`src/hw/rtl/v3alu_pkg.sv`:
```
// ----------------------------------------------------------------------------
// v3alu_pkg
// Shared types, constants and helpers of the three-component vector ALU.
// ----------------------------------------------------------------------------
`default_nettype none

package v3alu_pkg;

  localparam int FRAC_BITS = 16;
  localparam int Q_W       = 32;
  localparam int NL        = 3;
  localparam int P_W       = 2 * Q_W;
  localparam int SAT_W     = P_W + 3;
  localparam int SQ_W      = P_W;
  localparam int SQ_STEPS  = SQ_W / 2;
  localparam int REM_W     = Q_W + 2;
  localparam int DIV_W     = Q_W + FRAC_BITS;
  localparam int DIV_LAT   = DIV_W + 2;

  localparam logic signed [Q_W-1:0]   Q_MAX  = {1'b0, {(Q_W-1){1'b1}}};
  localparam logic signed [Q_W-1:0]   Q_MIN  = {1'b1, {(Q_W-1){1'b0}}};
  localparam logic signed [SAT_W-1:0] SAT_HI = SAT_W'(Q_MAX);
  localparam logic signed [SAT_W-1:0] SAT_LO = SAT_W'(Q_MIN);

  typedef enum logic [3:0] {
    FN_ADD, FN_SUB, FN_MUL, FN_DIV, FN_SCALE, FN_DIVSCALE, FN_NEG, FN_DOT,
    FN_CROSS, FN_LEN, FN_NORM, FN_DIST, FN_LERP, FN_REFLECT, FN_MID
  } func_e;

  typedef logic [NL-1:0][Q_W-1:0] vec_t;

  typedef struct packed {
    logic                  flt;
    logic signed [Q_W-1:0] val;
  } sat_t;

  // lane front end output: raw products plus what later stages need
  typedef struct packed {
    logic signed [P_W-1:0] p;
    logic signed [P_W-1:0] q;
    logic signed [Q_W-1:0] pre;
    logic                  pf;
    logic signed [Q_W-1:0] a;
    logic signed [Q_W-1:0] b;
    logic signed [Q_W-1:0] dvs;
  } lane_t;

  typedef struct packed {
    func_e          op;
    vec_t           r;
    logic           flt;
    logic [Q_W-1:0] sc;
    vec_t           a;
    vec_t           dvs;
  } sq_side_t;

  typedef struct packed {
    func_e          op;
    vec_t           r;
    logic           flt;
    logic [Q_W-1:0] sc;
    logic           lz;
  } dv_side_t;

  function automatic sat_t sat_q(input logic signed [SAT_W-1:0] v);
    sat_t s;
    s.flt = 1'b0;
    s.val = v[Q_W-1:0];
    if (v > SAT_HI) begin
      s.flt = 1'b1;
      s.val = Q_MAX;
    end else if (v < SAT_LO) begin
      s.flt = 1'b1;
      s.val = Q_MIN;
    end
    return s;
  endfunction

endpackage

`default_nettype wire

```
`src/hw/rtl/v3alu_isqrt.sv`:
```
// ----------------------------------------------------------------------------
// v3alu_isqrt
// Pipelined integer square root, one result bit per stage.
// ----------------------------------------------------------------------------
`default_nettype none

module v3alu_isqrt (
  input  wire logic                            clk_i,
  input  wire logic                            en_i,
  input  wire logic [v3alu_pkg::SQ_W-1:0]      rad_i,
  output logic      [v3alu_pkg::Q_W-1:0]       root_o
);

  logic [v3alu_pkg::REM_W-1:0] rem_q  [v3alu_pkg::SQ_STEPS];
  logic [v3alu_pkg::Q_W-1:0]   root_q [v3alu_pkg::SQ_STEPS];
  logic [v3alu_pkg::SQ_W-1:0]  rad_q  [v3alu_pkg::SQ_STEPS];

  for (genvar j = 0; j < v3alu_pkg::SQ_STEPS; j++) begin : g_stage
    logic [v3alu_pkg::REM_W-1:0] rem_in, remn, trial;
    logic [v3alu_pkg::Q_W-1:0]   root_in;
    logic [v3alu_pkg::SQ_W-1:0]  rad_in;

    if (j == 0) begin : g_first
      assign rem_in  = '0;
      assign root_in = '0;
      assign rad_in  = rad_i;
    end else begin : g_next
      assign rem_in  = rem_q[j-1];
      assign root_in = root_q[j-1];
      assign rad_in  = rad_q[j-1];
    end

    // bring down the next bit pair, try root*4+1
    assign remn  = {rem_in[v3alu_pkg::REM_W-3:0], rad_in[v3alu_pkg::SQ_W-1 -: 2]};
    assign trial = {root_in, 2'b01};

    always_ff @(posedge clk_i) begin
      if (en_i) begin
        rad_q[j] <= {rad_in[v3alu_pkg::SQ_W-3:0], 2'b00};
        if (remn >= trial) begin
          rem_q[j]  <= remn - trial;
          root_q[j] <= {root_in[v3alu_pkg::Q_W-2:0], 1'b1};
        end else begin
          rem_q[j]  <= remn;
          root_q[j] <= {root_in[v3alu_pkg::Q_W-2:0], 1'b0};
        end
      end
    end
  end

  assign root_o = root_q[v3alu_pkg::SQ_STEPS-1];

endmodule

`default_nettype wire

```
`config.mk`:
```
export PLATFORM = sky130hd
export DESIGN_NAME = v3alu_isqrt
export DESIGN_NICKNAME = d
export VERILOG_FILES = /design/src/hw/rtl/v3alu_pkg.sv /design/src/hw/rtl/v3alu_isqrt.sv
export SDC_FILE = /design/constraint.sdc
export NUM_CORES = 2
export LEC_CHECK = 0
export ABC_CLOCK_PERIOD_IN_PS = 10000
export BUFFER_PORTS_ARGS = -buffer_cell sky130_fd_sc_hd__buf_4
export CORE_MARGIN = 1.5
export CORE_UTILIZATION = 55
export DETAILED_ROUTE_END_ITERATION = 6
export PLACE_DENSITY = 0.78
export SYNTH_ARGS = -nofsm -noshare
export SYNTH_HDL_FRONTEND = slang
export SYNTH_MEMORY_MAX_BITS = 65536
export SYNTH_SLANG_ARGS = --single-unit
```
`constraint.sdc`:
```
create_clock -name clk_i -period 10 [get_ports clk_i]
set_clock_uncertainty 0.15 [all_clocks]
set_input_delay 2 -clock clk_i [delete_from_list [all_inputs] [get_ports clk_i]]
set_output_delay 2 -clock clk_i [all_outputs]
set_load 0.01 [all_outputs]
```
---- After elaboration in Yosys (flattened, before gate mapping) ----
Memories as Yosys holds them, arrays and structs flattened.
Index checks and enable logic that the tools add are counted.
word-level totals
  bits in registers ....................... 0
  bits in latches ......................... 0
  memory bits (writable) .................. 4096
  ROM bits ................................ 0
  input port bits ......................... 66
  output and inout port bits .............. 32
  logic and storage cells ................. 389
  memories kept ........................... 3
memories
  name    depth  width  rd ports  clocked after memory_dff  write ports  RTL line           RTL
  rad_q   32     62     31        0                         32           v3alu_isqrt.sv:16  logic [v3alu_pkg::SQ_W-1:0] rad_q [v3alu_pkg::SQ_STEPS];
  rem_q   32     34     31        0                         32           v3alu_isqrt.sv:14  logic [v3alu_pkg::REM_W-1:0] rem_q [v3alu_pkg::SQ_STEPS];
  root_q  32     32     32        0                         32           v3alu_isqrt.sv:15  logic [v3alu_pkg::Q_W-1:0] root_q [v3alu_pkg::SQ_STEPS];
operators by class
  add/subtract/negate cells ............... 32
  $mul .................................... 0
  divide/modulo/power cells ............... 0
  order comparisons ....................... 32
  equality and inequality tests ........... 0
  shift-type cells ........................ 0
  muxes and demuxes ....................... 258
  bitwise logic cells ..................... 64
  reductions and logical operators ........ 0
operator list
  operator               count
  $mux W34               32
  $ge A34 B34 Y1         31
  $sub A34 B34 Y34       31
  $mux W32               32
  $mux W1                194
  $or A1 B1 Y1           64
  $sub A2 B1 Y3 const B  1
  $ge A2 B1 Y1 const B   1

---- Longest topological paths before layout ----
An unclocked memory read counts as a cell.
  depth in word-level cells ............... 6
  depth in mapped cells ................... 15
  gate-level depth less buffers ........... 13

---- Worst setup path after synthesis ----
No wires, ideal clock.
  kind .................................... input to register
  from .................................... in en_i
  to ...................................... mem rem_q[1][272] (netlist bit) (enable)
  setup time .............................. 0.435 ns
  arrival ................................. 4.577 ns
  required time ........................... 9.415 ns
  slack ................................... 4.838 ns
  stages on the path ...................... 5
  buffers on the path ..................... 5
  cells stage by stage .................... clkbuf_1 -> clkbuf_1 -> clkbuf_1 -> clkbuf_1 -> clkbuf_1
RTL lines
  what             RTL line           RTL
  start, declared  v3alu_isqrt.sv:9   input wire logic en_i,
  end, declared    v3alu_isqrt.sv:14

==> metrics.md <==
| Metric | Value |
|---|---|
| Final period utilization | 50.4% |
| Die ar. | 210000 um2 |
| Vias in the first global route | 67222 |
| RSZ-0062 raised after global routing | no |
| Routed Antenna Nets | 0 |
| Chip Height | 458 um |
| Clock Path Buffers | 4 |
| Worst Max-Slew Pin Slew | 1190 ps |
| Maximum clock frequency | 198 MHz |
| Clock sink count | 2465 |
| Global-route wire length before repair | 357000 um |
| Worst R2R Start | root_q[0][384]$_DFFE_PP_ |
| Placed cells | 11403 |
| Wire per inst | 19.0 um |
| Library cells used by synthesis | 87 |
| Number of max-cap violations | 0 |
| Power per cell area | 235 nW/um2 |
| WS Path Type | reg2reg |
| CTS Buf Count | 278 |
| Outcome | finished, final reports clean |
| Initial Util | 55.5% |
| Share of layout cells above drive strength 1 | 7.50% |
| EDFF count, synth | 2464 |
| Critical Path RT | 10460 ps |
| DR iter-0 viols | 5565 |
| Antenna violations before repair | 1 |
| Vias per cell | 5.73 |
| Yosys Warn Count | 0 |
| Setup TNS | 0 ps |
| Final wirelength | 226000 um |
| Clock Latency Late Sink | 930 ps |
| Slew Limit Fails | 0 |
| Final hold viol count | 0 |
| Leakage | 48.1 nW |
| Fill count | 15148 |
| Post-CTS setup buffer count | 0 |
| Post-layout min period | 5040 ps |
| Number of cells on the worst hold path | 0 |
| Area growth syn-to-layout | 11.1% |
| DR pass1 iterations | 6 |
| Reg2reg setup slack | 4960 ps |
| Post-synth top flop | edfxtp_1 |
| Relative slew slack | 20.6% |
| GR Overflow Total | 0 |
| Most frequent cells in the layout | edfxtp_1 (2464), inv_1 (706), nand2_1 (636) |
| Placement row count | 166 |
| Via Count | 68016 |
| Worst R2R End | rem_q[0][467]$_DFFE_PP_ |
| I/O Pins | 98 |
| Min-Delay Path Class | reg2reg |
| Worst-path fanout max | 21 |
| Largest net degree at the start of global routing | 189 |
| Placer congestion estimate | 0.930 |
| CTS tree | yes |
| Reg2reg path depth | 12 |
| Remaining DRCs | 0 |
| # setup viols final | 0 |
| Chip width | 458 um |
| Critical Path Sink Type | flop |
| Post-synthesis sequential area ratio | 65.0% |
| Syn Nets | 9366 |
| Core Region | 205000 um2 |
| # nets final | 9623 |
| Leading cell type in the layout, fill and taps excluded | edfxtp_1 |
| Final std cells w/o fill | 11869 |
| Mean post-synth cell area | 13.0 um2 |
| Port bufs | 97 |
| Hold Startpoint | rad_q[0][385]$_DFFE_PP_ |
| Crit. Startpoint | root_q[0][384]$_DFFE_PP_ |
| CP Data Arrival Time | 5500 ps |
| Cts repair resizes | 0 |
| CTS Hold Bufs | 0 |
| Register bit total from synthesis | 2465 |
| CP Launch Type | flop |
| Cell area after synthesis | 114000 um2 |
| Global Route Usage Sum | 21.3% |
| Root Buffer Master | clkbuf_16 |
| CTS clk-pin slew, worst paths | 60 ps |
| Mapped Cells | 8738 |
| Peak supply drop | 220 uV |
| Hold Path End | rad_q[0][449]$_DFFE_PP_ |
| Post-synth ARST share | 0% |
| DP HPWL | 161000 um |
| H-tree depth | 5 |
-- worst max path at each step --
stage          slack, ps                      end
5_1_grt             4700  rem_q[0][467]$_DFFE_PP_
6_report            4960  rem_q[0][467]$_DFFE_PP_
4_1_cts             4940  rem_q[0][467]$_DFFE_PP_
3_3_place_gp        4300  rem_q[1][315]$_DFFE_PP_
2_1_floorplan       4840  rem_q[1][272]$_DFFE_PP_
3_5_place_dp        4250  rem_q[1][315]$_DFFE_PP_
-- layer usage --
metal	share of wire (%)	GRT usage, %	up-vias	routed length (um)
met3	4.5	2.81	530	10100
met5	0	0	-	0
li1	-	-	32747	-
met2	51	37.4	1810	114000
met4	4.1	8.87	0	9210
met1	41	26.5	32929	92300
-- report_power, final --
part / internal (mW) / switching [mW]
sequential: 13.1 / 0.921
combinational: 2.62 / 3.49
clock: 5.72 / 3.86
-- kinds of logic (layout without fill, tap and decap cells) --
| group | after synthesis | count (layout) | synth area share (%) |
|---|---|---|---|
| fa+ha+maj | 562 | 562 | 6.18 |
| simple gates | 2261 | 2261 | 9.83 |
| mux | 83 | 83 | 0.810 |
| other cells | 0 | 5 | 0 |
| xor+xnor | 784 | 784 | 6.03 |
| buf+inv | 884 | 1322 | 2.92 |
| compound gates | 1699 | 1699 | 9.24 |
| flops | 2465 | 2465 | 65.0 |
-- cell usage after synthesis (all sizes together) (45+ instances only) --
cell | instances | area [um2]
nand2 | 637 | 2390
xor2 | 417 | 3650
nand2b | 111 | 694
nor3 | 234 | 1170
edfxtp | 2464 | 74000
nand4 | 83 | 519
a31oi | 48 | 300
inv | 709 | 2660
ha | 562 | 7030
clkbuf | 165 | 619
nor2b | 87 | 544
nand3 | 134 | 676
a21o | 208 | 1560
o21a | 89 | 668
or2 | 45 | 282
nor2 | 492 | 1850
or3 | 95 | 594
a21oi | 450 | 2250
o31ai | 48 | 360
or4 | 57 | 439
xnor2 | 367 | 3210
mux2 | 73 | 822
nor4 | 102 | 638
o21bai | 54 | 405
o21ai | 535 | 2680
a211oi | 45 | 338
and2 | 45 | 282
-- registers in the layout, summed over array words and instances, names as in the netlist --
name	count
rad_q	992
rem_q	945
root_q	528
-- worst max-delay path, cell delays in order, from the launching register on --
cell and delay, ps:
edfxtp_1 440, inv_1 70, ha_1 340, nand4_1 210
nor4_1 530, nand4_1 280, or4_1 480, nor3b_1 170
o211ai_2 710, or4b_1 570, or2_1 330, o41ai_1 320
o21ai_0 150
-- cell type report --
class                           count  area [um2]  area share, %
Sequential cell                  2465       74000           58.5
Clock inverter                    127        1170          0.929
Timing Repair Buffer              152        1250          0.987
Antenna cell                        5        12.5        0.00989
Clock buffer                      334        7320           5.78
Multi-Input combinational cell   5389       36700           29.0
Inverter                          709        2660           2.10
Tap cell                         2688        3360           2.66
-- metrics by stage --
| stage | total power [mW] | hold slack, ps | instance area, um2 | worst slack [ps] | utilization (%) |
|---|---|---|---|---|---|
| final | 29.8 | 244 | 126000 | 4960 | 61.6 |
| after detailed placement | 20.3 | 255 | 118000 | 4250 | 57.5 |
| after global routing | 31.2 | 244 | 126000 | 4700 | 61.6 |
| after floorplan | 18.5 | 250 | 114000 | 4840 | - |
| after global placement | 20.1 | 250 | 118000 | 4300 | 57.5 |
| after CTS | 30.0 | 239 | 126000 | 4940 | 61.6 |
No activity file was read; power rests on OpenSTA's default activity.
